$ cat src/hdl/utcl8_pkg.sv
// package: field widths, calendar constants and month length function
`default_nettype none
package utcl8_pkg;

    localparam int unsigned YEAR_W   = 7;
    localparam int unsigned MONTH_W  = 4;
    localparam int unsigned DAY_W    = 5;
    localparam int unsigned HOUR_W   = 5;
    localparam int unsigned MINUTE_W = 6;
    localparam int unsigned SECOND_W = 6;

    typedef logic [YEAR_W-1:0]   t_year;
    typedef logic [MONTH_W-1:0]  t_month;
    typedef logic [DAY_W-1:0]    t_day;
    typedef logic [HOUR_W-1:0]   t_hour;
    typedef logic [MINUTE_W-1:0] t_minute;
    typedef logic [SECOND_W-1:0] t_second;

    // hour sum carries one extra bit
    typedef logic [HOUR_W:0] t_hour_sum;

    localparam t_hour_sum LOCAL_OFFSET   = t_hour_sum'(8);
    localparam t_hour_sum HOURS_PER_DAY  = t_hour_sum'(24);
    localparam t_year     NON_LEAP_CENT  = t_year'(100);

    localparam t_month MONTH_JAN = t_month'(1);
    localparam t_month MONTH_FEB = t_month'(2);
    localparam t_month MONTH_APR = t_month'(4);
    localparam t_month MONTH_JUN = t_month'(6);
    localparam t_month MONTH_SEP = t_month'(9);
    localparam t_month MONTH_NOV = t_month'(11);
    localparam t_month MONTH_DEC = t_month'(12);

    localparam t_day DAY_FIRST = t_day'(1);

    // year counted from 2000; 2100 is the only century year in range that is not leap
    function automatic logic is_leap(input t_year yoff);
        is_leap = (yoff[1:0] == 2'b00) && (yoff != NON_LEAP_CENT);
    endfunction

    function automatic t_day month_length(input t_month month, input t_year yoff);
        case (month)
            MONTH_FEB: month_length = is_leap(yoff) ? t_day'(29) : t_day'(28);
            MONTH_APR, MONTH_JUN, MONTH_SEP, MONTH_NOV: month_length = t_day'(30);
            default: month_length = t_day'(31);
        endcase
    endfunction

endpackage
`default_nettype wire

$ cat src/hdl/utc_to_local_plus8_date_time.sv
// top level: utc date and time to utc+8 with day, month and year rollover
//
// channel  direction  handshake         payload
// command  in         start / busy      i_year_in .. i_second_in
// result   out        o_valid (strobe)  o_year_out .. o_second_out
//
// one transfer accepted every cycle, busy is always low
// result strobe passes through the input register, then the result register
// i_rst_n clears the valid flags only, payload registers are not reset
// the receiver cannot stall, so nothing is held back
`default_nettype none
module utc_to_local_plus8_date_time
    import utcl8_pkg::*;
(
    input  wire logic    i_clk,
    input  wire logic    i_rst_n,
    input  wire logic    start,
    output logic         busy,
    input  wire t_year   i_year_in,
    input  wire t_month  i_month_in,
    input  wire t_day    i_day_in,
    input  wire t_hour   i_hour_in,
    input  wire t_minute i_minute_in,
    input  wire t_second i_second_in,
    output logic         o_valid,
    output t_year        o_year_out,
    output t_month       o_month_out,
    output t_day         o_day_out,
    output t_hour        o_hour_out,
    output t_minute      o_minute_out,
    output t_second      o_second_out
);

    logic    r_in_valid;
    t_year   r_year;
    t_month  r_month;
    t_day    r_day;
    t_hour   r_hour;
    t_minute r_minute;
    t_second r_second;

    logic    r_out_valid;
    t_year   r_year_out;
    t_month  r_month_out;
    t_day    r_day_out;
    t_hour   r_hour_out;
    t_minute r_minute_out;
    t_second r_second_out;

    t_year     n_year;
    t_month    n_month;
    t_day      n_day;
    t_hour     n_hour;
    t_hour_sum hour_sum;

    assign busy = 1'b0;

    // input register
    always_ff @(posedge i_clk) begin
        if (!i_rst_n) begin
            r_in_valid <= 1'b0;
        end else begin
            r_in_valid <= start;
        end
        if (start) begin
            r_year   <= i_year_in;
            r_month  <= i_month_in;
            r_day    <= i_day_in;
            r_hour   <= i_hour_in;
            r_minute <= i_minute_in;
            r_second <= i_second_in;
        end
    end

    always_comb begin
        hour_sum = t_hour_sum'(r_hour) + LOCAL_OFFSET;
        n_year   = r_year;
        n_month  = r_month;
        n_day    = r_day;
        n_hour   = hour_sum[HOUR_W-1:0];
        if (hour_sum >= HOURS_PER_DAY) begin
            n_hour = t_hour'(hour_sum - HOURS_PER_DAY);
            if (r_day >= month_length(r_month, r_year)) begin
                n_day = DAY_FIRST;
                if (r_month >= MONTH_DEC) begin
                    n_month = MONTH_JAN;
                    n_year  = r_year + t_year'(1);
                end else begin
                    n_month = r_month + t_month'(1);
                end
            end else begin
                n_day = r_day + t_day'(1);
            end
        end
    end

    // result register
    always_ff @(posedge i_clk) begin
        if (!i_rst_n) begin
            r_out_valid <= 1'b0;
        end else begin
            r_out_valid <= r_in_valid;
        end
        if (r_in_valid) begin
            r_year_out   <= n_year;
            r_month_out  <= n_month;
            r_day_out    <= n_day;
            r_hour_out   <= n_hour;
            r_minute_out <= r_minute;
            r_second_out <= r_second;
        end
    end

    assign o_valid      = r_out_valid;
    assign o_year_out   = r_year_out;
    assign o_month_out  = r_month_out;
    assign o_day_out    = r_day_out;
    assign o_hour_out   = r_hour_out;
    assign o_minute_out = r_minute_out;
    assign o_second_out = r_second_out;

endmodule
`default_nettype wire

$ cat config.mk
export PLATFORM = sky130hd
export DESIGN_NAME = utc_to_local_plus8_date_time
export DESIGN_NICKNAME = d
export VERILOG_FILES = /design/src/hdl/utcl8_pkg.sv /design/src/hdl/utc_to_local_plus8_date_time.sv
export SDC_FILE = /design/constraint.sdc
export NUM_CORES = 1
export LEC_CHECK = 0
export ABC_AREA = 1
export BUFFER_PORTS_ARGS = -buffer_cell sky130_fd_sc_hd__clkbuf_2
export CAP_MARGIN = 20
export CORE_ASPECT_RATIO = 1.1
export CORE_MARGIN = 5
export CORE_UTILIZATION = 39
export DETAILED_ROUTE_END_ITERATION = 12
export GPL_ROUTABILITY_DRIVEN = 0
export GPL_TIMING_DRIVEN = 0
export PLACE_DENSITY = 0.68
export SLEW_MARGIN = 20
export SYNTH_ARGS = -nofsm -noshare
export SYNTH_HDL_FRONTEND = slang
export SYNTH_SLANG_ARGS = --single-unit
$ cat constraint.sdc
create_clock -name i_clk -period 2.6 [get_ports i_clk]
set_input_delay 0.52 -clock i_clk [delete_from_list [all_inputs] [get_ports i_clk]]
set_output_delay 0.52 -clock i_clk [all_outputs]
set_load 0.01 [all_outputs]
# --- Word level (Yosys, flattened, before mapping) ---
# Index checks and enable logic that the tools add are counted.
# Widths: inputs -> output; s select.
classes:
  magnitude_cmp: 3
  mux: 12
  eq_ne: 6
  reduce_logical: 3
  addsub: 5
op_table:
  columns: ["op", "count"]
  rows:
  - ["$mux 7", 3]
  - ["$mux 5", 4]
  - ["$mux 4", 3]
  - ["$eq 4x3->1 const B", 2]
  - ["$eq 4x4->1 const B", 2]
  - ["$add 7x1->7 const B", 1]
  - ["$ne 7x7->1 const B", 1]
  - ["$add 5x4->6 const B", 1]
  - ["$ge 6x5->1 const B", 1]
  - ["$add 5x1->5 const B", 1]
  - ["$ge 5x5->1", 1]
  - ["$sub 5x5->5 const B", 1]
  - ["$add 4x1->4 const B", 1]
  - ["$eq 4x2->1 const B", 1]
  - ["$ge 4x4->1 const B", 1]
  - ["$pmux 2 s2", 1]
  - ["$reduce_or 4->1", 1]
  - ["$logic_not 2->1", 1]
  - ["$logic_and 1x1->1", 1]
  - ["$mux 1", 1]
totals:
  ff_bits: 68
  inputBits: 36
  output_inout_bits: 35

# --- Logic depth before layout (Yosys ltp) ---
# Gate-level depths: netlist of run 1.
logic_depth:
  word_depth: 8
  mapped_depth: 15

# --- Worst setup path before layout of run 1 ---
# Ideal clock, no wire load.
synth_timing:
  path_kind: "reg-to-reg"
  start: "register r_month[0]"
  end: "register r_year_out[3], in the netlist o_year_out[3] (data pin)"
  slack_ps: 379
  t_arrival_ps: 1964
  period_less_slack_ps: 2221
  t_required_ps: 2343
  path_stages_with_launch: 14
  path_buffers: 0
  cell_sequence: "edfxtp_1 inv_1 ha_1 nor3b_1 a21oi_1 ha_1 inv_1 nand2_1 nand2_1 nand2_1 nand2_4 nor2_8 nand2_1 xor2_1"
synth_between:
  elab_chain_len: 7
  elab_cells_between_ends: 13
  cone_classes: "order compare: 2; eq/ne: 5; mux: 5; reduce/logical: 1"
synth_rtl:
  columns: ["element", "line_no", "source"]
  rows:
  - ["start, declared", "utc_to_local_plus8_date_time.sv:36", "t_month r_month;"]
  - ["start signal, assigned", "utc_to_local_plus8_date_time.sv:67", "r_month <= i_month_in;"]
  - ["$eq 4x3->1 / $eq 4x4->1 (equally long branches)", "utcl8_pkg.sv:42", "case (month)"]
  - ["$reduce_or 4->1", "utcl8_pkg.sv:42", null]
  - ["$pmux 2 s2", "utcl8_pkg.sv:42", null]
  - ["$mux 5", "utc_to_local_plus8_date_time.sv:81", "if (hour_sum >= HOURS_PER_DAY) begin"]
  - ["$ge 5x5->1", "utc_to_local_plus8_date_time.sv:83", "if (r_day >= month_length(r_month, r_year)) begin"]
  - ["$mux 7 *", "utc_to_local_plus8_date_time.sv:83", null]
  - ["$mux 7 *", "utc_to_local_plus8_date_time.sv:81", null]
  - ["via n_year[3]", "utc_to_local_plus8_date_time.sv:50", "t_year n_year;"]
  - ["end signal, assigned", "utc_to_local_plus8_date_time.sv:105", "r_year_out <= n_year;"]
  - ["end, declared", "utc_to_local_plus8_date_time.sv:43", "t_year r_year_out;"]
# The timed path passes the listed nets; every way through them passes the cells marked *. The select of a mux whose other input is x is not followed.
# A chain may end at the register's enable or synchronous reset.

# --- Worst setup path in the final report of run 1 ---
layout_timing:
  start: "register r_month[0]"
  end: "register r_year_out[1], in the netlist o_year_out[1] (data pin)"
# Same word-level chain as after synthesis.

==> qor.yml, run 1 <==
cts:
  clock_sinks: 68
  htreeDepth: 3
  clkTransAtPathRegs_ns: 0.07
  cts_tree: "done"
  cts_buffer_depth: 2
  insertion_delay_ns: 0.33
  post_cts_buffers: 0
  cts_root_buffer: "clkbuf_8"
  numCtsBuffers: 9
timing:
  clock_skew_ns: 0.00359
  setup_viol: 0
  report.final.slew_viol_count: 0
  hold_violations: 0
  rsz0062_at_grt: "false"
  maxSlewHeadroom: 0.451
  fin_ws_ns: 0.162
  fmax_mhz: 410
  min_period_over_period: 0.938
  finalSetupTns_ns: 0
  finalCriticalPeriod_ns: 2.44
  tightest_slew_ns: 0.823
run:
  max-cap-violations: 0
synthesis:
  syn_avg_cell_area_um2: 14.2
  ys_types: 27
  ys_seq_area_frac: 0.732
  syn_nets: 242
  synthCells: 194
  synth-seq-cells: 68
  netlist_area_um2: 2760
  synth_warnings: 0
global_routing:
  grt_start_max_net_pins: 35
  grt_pass1_vias: 1598
  grt_pass1_wl_um: 7540
  grt_remaining_overflow: 0
  track_usage: 0.110
  antenna_found_initial: 0
routing:
  drt-initial-drc-count: 88
  wl_per_cell_um: 12.5
  routed_wirelength_um: 4550
  drc: 0
  firstDrtPassIters: 4
  viasPerCell: 4.45
  vias: 1620
  antenna_left: 0
setup_path:
  cp.buffers_inverters: 2
  crit_family: "compound AO/OA/AOI/OAI gates"
  path_class: "reg -> reg"
  crit_start: "r_month[0]$_DFFE_PP_"
  timing.rr.start: "r_month[0]$_DFFE_PP_"
  reg2reg_to: "o_year_out[1]$_DFFE_PP_"
  cp_slowest_stage_delay_ns: 0.48
  path_cells: "inv_1, ha_1, o21ai_0, a21oi_1, a21oi_1, ha_1, inv_1, nand2_1, nand2_1, a21oi_2, nand2_2, nor2_4, o21ai_0"
  r2r.worst_path.cells: 13
  rrSetupSlack_ns: 0.16
  crit_path_start_kind: "register"
  critPathArrivalTime_ns: 2.51
  cp_max_fo: 6
  worstPathRequired_ns: 2.67
  cp_slowest_cell: "edfxtp_1"
  critPathCaptureType: "register"
pwr:
  p_switching_uw: 545
  power_uw: 2410
  power.density_nw_per_um2: 705
  p_sw_frac: 0.227
  combinationalPowerShare: 0.091
  ir_drop_mv: 0.428
  p_leak_uw: 0.00147
  p_int_uw: 1860
  sequentialPowerShare: 0.563
  p_clk_frac: 0.347
finish:
  final_common_cell: "clkbuf_2"
  final_layout_size_suffix_gt1_frac: 0.362
  nets: 322
  stdcell_area_um2: 3410
  stdcell_count: 364
  final_cell_mix: "clkbuf_2 (69), edfxtp_1 (66), nand2_1 (26), inv_1 (23), o21ai_0 (15)"
  num_antenna_cells: 0
  area_delta_synth_final_pct: 23.6
die:
  die_area_um2: 8870
  row_count: 32
  dieWidth_um: 90.2
  die_y_um: 98.3
  design.core.area_um2: 6970
  start_util: 0.396
  io_pins: 71
placement:
  placed_area_um2: 3210
  place_hpwl_um: 3350
  dpl.cell_count: 348
  place_ws_ns: 0.158
  portBuffers: 69
min_path:
  min_path_cells: 1
  min_from: "i_second_in[1]"
  min_to: "r_second[1]$_DFFE_PP_"
  worstHoldPathType: "in -> reg"
run_status:
  outcome: "finished clean"
==> kinds of logic (layout without fill, tap and decap cells) <==
kind of cell / count (synthesis) / count (layout) / share of synthesized area
simple gates: 59 / 59 / 0.114
fa+ha+maj: 12 / 12 / 0.0544
xor+xnor: 4 / 4 / 0.0154
compound gates: 22 / 22 / 0.0412
other cells: 1 / 1 / 0.00136
flops: 68 / 68 / 0.732
buf+inv: 28 / 113 / 0.0412
==> power groups by stage <==
stage / logic, µW / registers [µW] / clock network, µW
4_1_cts: 222 / 1360 / 865
6_report: 218 / 1350 / 834
5_1_grt: 247 / 1370 / 920
2_1_floorplan: 102 / 1390 / 0
3_3_place_gp: 214 / 1370 / 0
3_5_place_dp: 220 / 1380 / 0
==> Yosys cell counts <==
master,count,share of area
nor3_1,1,0.0018
nor2_8,1,0.0072
dfxtp_1,2,0.014
a21oi_2,1,0.0032
nand2_4,2,0.0082
nor2_4,2,0.0082
a21oi_1,6,0.011
buf_4,2,0.0054
nor3b_1,1,0.0027
nand2_1,26,0.035
nand3b_1,1,0.0027
nand2_2,3,0.0068
xnor2_1,2,0.0063
conb_1,1,0.0014
nand4_1,6,0.014
ha_1,12,0.054
nor2_1,7,0.0095
edfxtp_1,66,0.72
o21ai_0,15,0.027
xor2_2,1,0.0059
nand3_2,1,0.0036
xor2_1,1,0.0032
clkinv_1,1,0.0014
inv_1,23,0.031
buf_2,1,0.0018
nand3_1,8,0.014
inv_2,1,0.0014
==> through the flow <==
step | hold WS [ns] | utilization
2_1_floorplan | 0.400 | -
3_3_place_gp | 0.400 | 0.461
3_5_place_dp | 0.405 | 0.461
4_1_cts | 0.335 | 0.489
5_1_grt | 0.329 | 0.490
6_report | 0.360 | 0.490
==> worst register-to-register path, stage by stage (launching register included) <==
cell and delay (ns):
edfxtp_1 0.48, inv_1 0.14, ha_1 0.18, o21ai_0 0.08, a21oi_1 0.19, a21oi_1 0.08, ha_1 0.28, inv_1 0.03
nand2_1 0.04, nand2_1 0.07, a21oi_2 0.22, nand2_2 0.14, nor2_4 0.15, o21ai_0 0.10
==> timing repair <==
item | in CTS | in global routing
setup endpoints to repair | 0 | 7
resized for setup | 0 | 1
hold buffers | 0 | 0
==> worst max-delay path by stage <==
stage / depth (start not counted) / endpoint
2_1_floorplan: 13 / o_year_out[3]$_DFFE_PP_
3_3_place_gp: 12 / o_year_out[1]$_DFFE_PP_
3_5_place_dp: 12 / o_year_out[1]$_DFFE_PP_
4_1_cts: 12 / o_year_out[1]$_DFFE_PP_
5_1_grt: 13 / o_year_out[1]$_DFFE_PP_
6_report: 13 / o_year_out[1]$_DFFE_PP_
==> layer usage <==
layer | vias up | track usage | routed length, µm
met4 | 0 | 0.0790 | 144
met2 | 45 | 0.193 | 2460
li1 | 835 | - | -
met1 | 729 | 0.110 | 1660
met3 | 11 | 0.0339 | 290
met5 | - | 0 | 0
==> cell type report <==
cell class / count / area, µm²
fillers: 641 / 3550
flip-flops and latches: 68 / 2020
multi-input cells: 98 / 631
repair buffers: 69 / 345
clock buffers: 11 / 141
well taps: 85 / 106
inverters: 25 / 93.8
clock inverters: 5 / 52.6
plain buffers: 3 / 20.0
==> registers in the layout, summed over array words and instances (netlist names) <==
register / count
o_valid: 1
r_day: 5
r_year: 7
o_second_out: 6
o_hour_out: 5
r_month: 4
o_minute_out: 6
r_in_valid: 1
r_second: 6
r_minute: 6
r_hour: 5
o_month_out: 4
o_year_out: 7
o_day_out: 5
No activity file was read; power rests on OpenSTA's default activity.
==> run 2, diff against run 1 <==
--- a/config.mk
+++ b/config.mk
@@ -14,6 +14,7 @@
 export DETAILED_ROUTE_END_ITERATION = 12
 export GPL_ROUTABILITY_DRIVEN = 0
 export GPL_TIMING_DRIVEN = 0
+export MAX_ROUTING_LAYER = met4
 export PLACE_DENSITY = 0.68
 export SLEW_MARGIN = 20
 export SYNTH_ARGS = -nofsm -noshare
==> run 2 against run 1 <==
Net effect: clock-buffer cell count unchanged; utilization unchanged; die area unchanged; fmax unchanged; clock skew about the same; global-route usage up 0.33 points; critical endpoint unchanged; highest routed layer unchanged.
==> qor.yml, run 2 (synthesized netlist as in run 1, its figures left out) <==
pwr:
  ir_drop_mv: 0.427  # -0.19%
  p_leak_uw: 0.00147  # unchanged
  power_uw: 2410  # about the same
  p_clk_frac: 0.346  # about the same
  sequentialPowerShare: 0.563  # about the same
  p_sw_frac: 0.227  # about the same
  p_switching_uw: 545  # about the same
  p_int_uw: 1860  # unchanged
  power.density_nw_per_um2: 705  # about the same
  combinationalPowerShare: 0.091  # about the same
placement:
  place_hpwl_um: 3350  # unchanged
  placed_area_um2: 3210  # unchanged
  place_ws_ns: 0.158  # unchanged
  portBuffers: 69  # unchanged
global_routing:
  grt_pass1_wl_um: 7540  # unchanged
  track_usage: 0.114  # +0.00334
  antenna_found_initial: 0  # unchanged
  grt_remaining_overflow: 0  # unchanged
  grt_pass1_vias: 1600  # +0.13%
  grt_start_max_net_pins: 35  # unchanged
timing:
  maxSlewHeadroom: 0.451  # about the same
  fin_ws_ns: 0.162  # unchanged
  min_period_over_period: 0.938  # unchanged
  clock_skew_ns: 0.00327  # -0.000325 ns
  tightest_slew_ns: 0.823  # -0.000407 ns
  fmax_mhz: 410  # unchanged
  rsz0062_at_grt: "false"
  report.final.slew_viol_count: 0  # unchanged
  setup_viol: 0  # unchanged
  finalCriticalPeriod_ns: 2.44  # unchanged
  finalSetupTns_ns: 0  # unchanged
  hold_violations: 0  # unchanged
die:
  die_y_um: 98.3  # unchanged
  design.core.area_um2: 6970  # unchanged
  dieWidth_um: 90.2  # unchanged
  io_pins: 71  # unchanged
  die_area_um2: 8870  # unchanged
  row_count: 32  # unchanged
  start_util: 0.396  # unchanged
min_path:
  min_to: "r_second[1]$_DFFE_PP_"
  min_from: "i_second_in[1]"
  worstHoldPathType: "in -> reg"
  min_path_cells: 1  # unchanged
cts:
  insertion_delay_ns: 0.33  # about the same
  cts_buffer_depth: 2  # unchanged
  hold_buffers: 0  # unchanged
  clkTransAtPathRegs_ns: 0.07  # about the same
  cts_tree: "done"
  cts_root_buffer: "clkbuf_8"
  htreeDepth: 3  # unchanged
  numCtsBuffers: 9  # unchanged
  clock_sinks: 68  # unchanged
  post_cts_buffers: 0  # unchanged
  post_cts_resized: 0  # unchanged
routing:
  drt-initial-drc-count: 88  # unchanged
  antenna_left: 0  # unchanged
  wl_per_cell_um: 12.5  # unchanged
  firstDrtPassIters: 4  # unchanged
  routed_wirelength_um: 4550  # unchanged
  drc: 0  # unchanged
  viasPerCell: 4.45  # about the same
  vias: 1619  # -0.062%
finish:
  multiInputGateArea_um2: 631  # unchanged
  final_layout_size_suffix_gt1_frac: 0.362  # unchanged
  seq_area_um2: 2020  # unchanged
  area_delta_synth_final_pct: 23.6  # unchanged
  final_util: 0.490  # unchanged
  stdcell_area_um2: 3410  # unchanged
  nets: 322  # unchanged
  num_antenna_cells: 0  # unchanged
  final_common_cell: "clkbuf_2"
  fillers: 641  # unchanged
  final_cell_mix: "clkbuf_2 (69), edfxtp_1 (66), nand2_1 (26), inv_1 (23), o21ai_0 (15)"
run_status:
  outcome: "finished clean"
setup_path:
  path_class: "reg -> reg"
  worstPathRequired_ns: 2.67  # about the same
  crit_path_start_kind: "register"
  cp_max_fo: 6  # unchanged
  rrSetupSlack_ns: 0.16  # about the same
  r2r.worst_path.cells: 13  # unchanged
  timing.rr.start: "r_month[0]$_DFFE_PP_"
  critPathCaptureType: "register"
  reg2reg_to: "o_year_out[1]$_DFFE_PP_"
  critPathArrivalTime_ns: 2.51  # about the same
run:
  max-cap-violations: 0  # unchanged
[run 2: area by class of cell]
cell class	instances	share of cell area
flip-flops and latches	68	0.593
clock buffers	11	0.0414
clock inverters	5	0.0154
well taps	85	0.0312
multi-input cells	98	0.185
plain buffers	3	0.00587
repair buffers	69	0.101
inverters	25	0.0275
[run 2: power groups by stage]
stage	registers (µW)	logic (µW)	clock network, µW
after global routing	1370	247	920
after global placement	1370	214	0
after CTS	1360	222	865
after detailed placement	1380	220	0
after floorplan	1390	102	0
final	1350	218	833
[run 2: worst max-delay path by stage]
stage	cells after the start	startpoint	slack, ns	endpoint
floorplan	13	r_month[0]$_DFFE_PP_	0.38	o_year_out[3]$_DFFE_PP_
finish	13	r_month[0]$_DFFE_PP_	0.16	o_year_out[1]$_DFFE_PP_
detailed placement	12	r_month[0]$_DFFE_PP_	0.16	o_year_out[1]$_DFFE_PP_
CTS	12	r_month[0]$_DFFE_PP_	0.14	o_year_out[1]$_DFFE_PP_
global route	13	r_month[0]$_DFFE_PP_	0.01	o_year_out[1]$_DFFE_PP_
global placement	12	r_month[0]$_DFFE_PP_	0.18	o_year_out[1]$_DFFE_PP_
[run 2: worst max-delay path, stage by stage (launching register included)]
cell,delay (ns)
edfxtp_1,0.48
inv_1,0.14
ha_1,0.18
o21ai_0,0.08
a21oi_1,0.19
a21oi_1,0.07
ha_1,0.28
inv_1,0.03
nand2_1,0.04
nand2_1,0.07
a21oi_2,0.22
nand2_2,0.14
nor2_4,0.15
o21ai_0,0.10
[run 2: metal layers]
| layer | track usage | up-vias | wire [µm] |
|---|---|---|---|
| met5 | - | - | 0 |
| met4 | 0.0790 | 0 | 144 |
| met3 | 0.0324 | 11 | 271 |
| met2 | 0.193 | 45 | 2460 |
| met1 | 0.111 | 728 | 1680 |
| li1 | - | 835 | - |
[run 2: metrics by stage]
| stage | std cells | hold slack, ns |
|---|---|---|
| detailed placement | 348 | 0.405 |
| CTS | 364 | 0.335 |
| global placement | 348 | 0.400 |
| finish | 364 | 0.360 |
| floorplan | 194 | 0.400 |
| global route | 364 | 0.329 |
==> run 3, diff against run 2 <==
--- a/config.mk
+++ b/config.mk
@@ -6,11 +6,12 @@
 export NUM_CORES = 1
 export LEC_CHECK = 0
 export ABC_AREA = 1
-export BUFFER_PORTS_ARGS = -buffer_cell sky130_fd_sc_hd__clkbuf_2
+export BUFFER_PORTS_ARGS = -buffer_cell sky130_fd_sc_hd__buf_2
 export CAP_MARGIN = 20
 export CORE_ASPECT_RATIO = 1.1
 export CORE_MARGIN = 5
 export CORE_UTILIZATION = 39
+export CTS_BUF_LIST = sky130_fd_sc_hd__clkbuf_8 sky130_fd_sc_hd__clkbuf_16
 export DETAILED_ROUTE_END_ITERATION = 12
 export GPL_ROUTABILITY_DRIVEN = 0
 export GPL_TIMING_DRIVEN = 0
==> run 3 against run 2 <==
Net effect: die area unchanged; final area is the same; sequential power about the same; largest cell class unchanged; largest power group unchanged.
==> qor.yml, run 3 (synthesized netlist as in run 1, its figures left out) <==
timing:
  clock_skew_ns: 0.00442  # +0.00115 ns
  fmax_mhz: 420  # +2.5%
  finalCriticalPeriod_ns: 2.38  # -0.0599 ns
  setup_viol: 0  # unchanged
  finalSetupTns_ns: 0  # unchanged
  min_period_over_period: 0.915  # -0.0230
  rsz0062_at_grt: "false"
  maxSlewHeadroom: 0.475  # +0.0232
  report.final.slew_viol_count: 0  # unchanged
  hold_violations: 0  # unchanged
  tightest_slew_ns: 0.788  # -0.0348 ns
die:
  die_area_um2: 8870  # unchanged
  row_count: 32  # unchanged
  dieWidth_um: 90.2  # unchanged
  design.core.area_um2: 6970  # unchanged
  io_pins: 71  # unchanged
  die_y_um: 98.3  # unchanged
  start_util: 0.396  # unchanged
routing:
  firstDrtPassIters: 4  # unchanged
  drc: 0  # unchanged
  vias: 1600  # -1.2%
  antenna_left: 0  # unchanged
  drt-initial-drc-count: 89  # +1.1%
  wl_per_cell_um: 12.5  # -0.40%
  viasPerCell: 4.40  # -1.2%
  routed_wirelength_um: 4530  # -0.40%
cts:
  cts_root_buffer: "clkbuf_8"
  cts_buffer_depth: 2  # unchanged
  clock_sinks: 68  # unchanged
  cts_tree: "done"
  numCtsBuffers: 9  # unchanged
  htreeDepth: 3  # unchanged
  insertion_delay_ns: 0.32  # about the same
  clkTransAtPathRegs_ns: 0.07  # about the same
pwr:
  power.density_nw_per_um2: 703  # -0.29%
  power_uw: 2400  # -0.29%
  ir_drop_mv: 0.475  # +11%
  p_leak_uw: 0.00146  # -0.73%
finish:
  final_common_cell: "buf_2"
  nets: 322  # unchanged
  final_cell_mix: "buf_2 (70), edfxtp_1 (66), nand2_1 (26), inv_1 (24), o21ai_0 (15)"
  fillers: 632  # -1.4%
  stdcell_area_um2: 3410  # unchanged
  final_layout_size_suffix_gt1_frac: 0.362  # unchanged
  area_delta_synth_final_pct: 23.6  # unchanged
  stdcell_count: 364  # unchanged
  num_antenna_cells: 0  # unchanged
setup_path:
  path_class: "reg -> reg"
  path_cells: "inv_1, ha_1, o21ai_0, a21oi_1, a21oi_1, ha_1, inv_1, nand2_1, nand2_1, a21oi_2, nand2_2, nor2_4, o21ai_0"
  r2r.worst_path.cells: 13  # unchanged
  worstPathRequired_ns: 2.68  # about the same
  cp_max_fo: 6  # unchanged
  setup.worst_path.end: "o_year_out[1]$_DFFE_PP_"
  crit_path_start_kind: "register"
  crit_start: "r_month[0]$_DFFE_PP_"
  rrSetupSlack_ns: 0.22  # +0.06 ns
  critPathCaptureType: "register"
  cp_slowest_stage_delay_ns: 0.48  # about the same
  timing.rr.start: "r_month[0]$_DFFE_PP_"
  cp_slowest_cell: "edfxtp_1"
  reg2reg_to: "o_year_out[1]$_DFFE_PP_"
  critPathArrivalTime_ns: 2.45  # -0.06 ns
global_routing:
  track_usage: 0.115  # +0.00168
  grt_pass1_vias: 1710  # +6.9%
  grt_pass1_wl_um: 7890  # +4.6%
  antenna_found_initial: 0  # unchanged
  grt_remaining_overflow: 0  # unchanged
  grt_start_max_net_pins: 35  # unchanged
min_path:
  worstHoldPathType: "in -> reg"
  min_path_cells: 1  # unchanged
placement:
  dpl.cell_count: 348  # unchanged
  placed_area_um2: 3210  # unchanged
  portBuffers: 69  # unchanged
  place_hpwl_um: 3270  # -2.3%
run_status:
  outcome: "finished clean"
run:
  max-cap-violations: 0  # unchanged
-- run 3: where the power goes --
part | internal (µW) | total (µW) | switching [µW]
Sequential | 1310 | 1350 | 47.9
Combinational | 92.0 | 218 | 126
Clock | 460 | 828 | 367
Total | 1860 | 2400 | 542
-- run 3: cell type report --
class	instances	area [µm²]	area share
multi-input combinational	98	631	0.185
clock buffer	10	138	0.0403
inverter	25	93.8	0.0275
tap	85	106	0.0312
sequential	68	2020	0.593
buffer	3	20.0	0.00587
timing repair buffer	69	345	0.101
clock inverter	6	56.3	0.0165
-- run 3: timing repair --
item                                    4_1_cts  5_1_grt
endpoints found under the setup margin        0       11
hold buffers                                  0        0
buffers inserted                              0        0
gates resized for setup                       0        1
-- run 3: per-layer routing --
metal,share of wire,track usage,vias to the layer above
met5,0,-,-
met4,0.014,0.0504,0
met3,0.054,0.0416,5
met2,0.53,0.194,39
met1,0.40,0.122,722
li1,-,-,834
-- run 3: worst min-delay path by stage --
| stage | startpoint | end | slack (ns) |
|---|---|---|---|
| 6_report | i_second_in[3] | r_second[3]$_DFFE_PP_ | 0.36 |
| 5_1_grt | i_second_in[4] | r_second[4]$_DFFE_PP_ | 0.32 |
| 4_1_cts | i_second_in[2] | r_second[2]$_DFFE_PP_ | 0.34 |
| 3_5_place_dp | r_minute[4]$_DFFE_PP_ | o_minute_out[4]$_DFFE_PP_ | 0.41 |
| 3_3_place_gp | r_minute[5]$_DFFE_PP_ | o_minute_out[5]$_DFFE_PP_ | 0.40 |
| 2_1_floorplan | r_minute[0]$_DFFE_PP_ | o_minute_out[0]$_DFFE_PP_ | 0.40 |
-- run 3: metrics by stage --
stage	worst slack [ns]	util	hold WS [ns]
CTS	0.118	0.489	0.336
global route	0.0224	0.490	0.325
finish	0.222	0.490	0.364
global placement	0.178	0.461	0.400
detailed placement	0.135	0.461	0.405
floorplan	0.379	-	0.400
-- run 3: worst max-delay path, delay by kind of cell, from the launching register on --
kind / cells / cell delay [ns]
buf+inv: 2 / 0.18
compound gates: 5 / 0.62
fa+ha+maj: 2 / 0.45
simple gates: 4 / 0.40
flops: 1 / 0.48
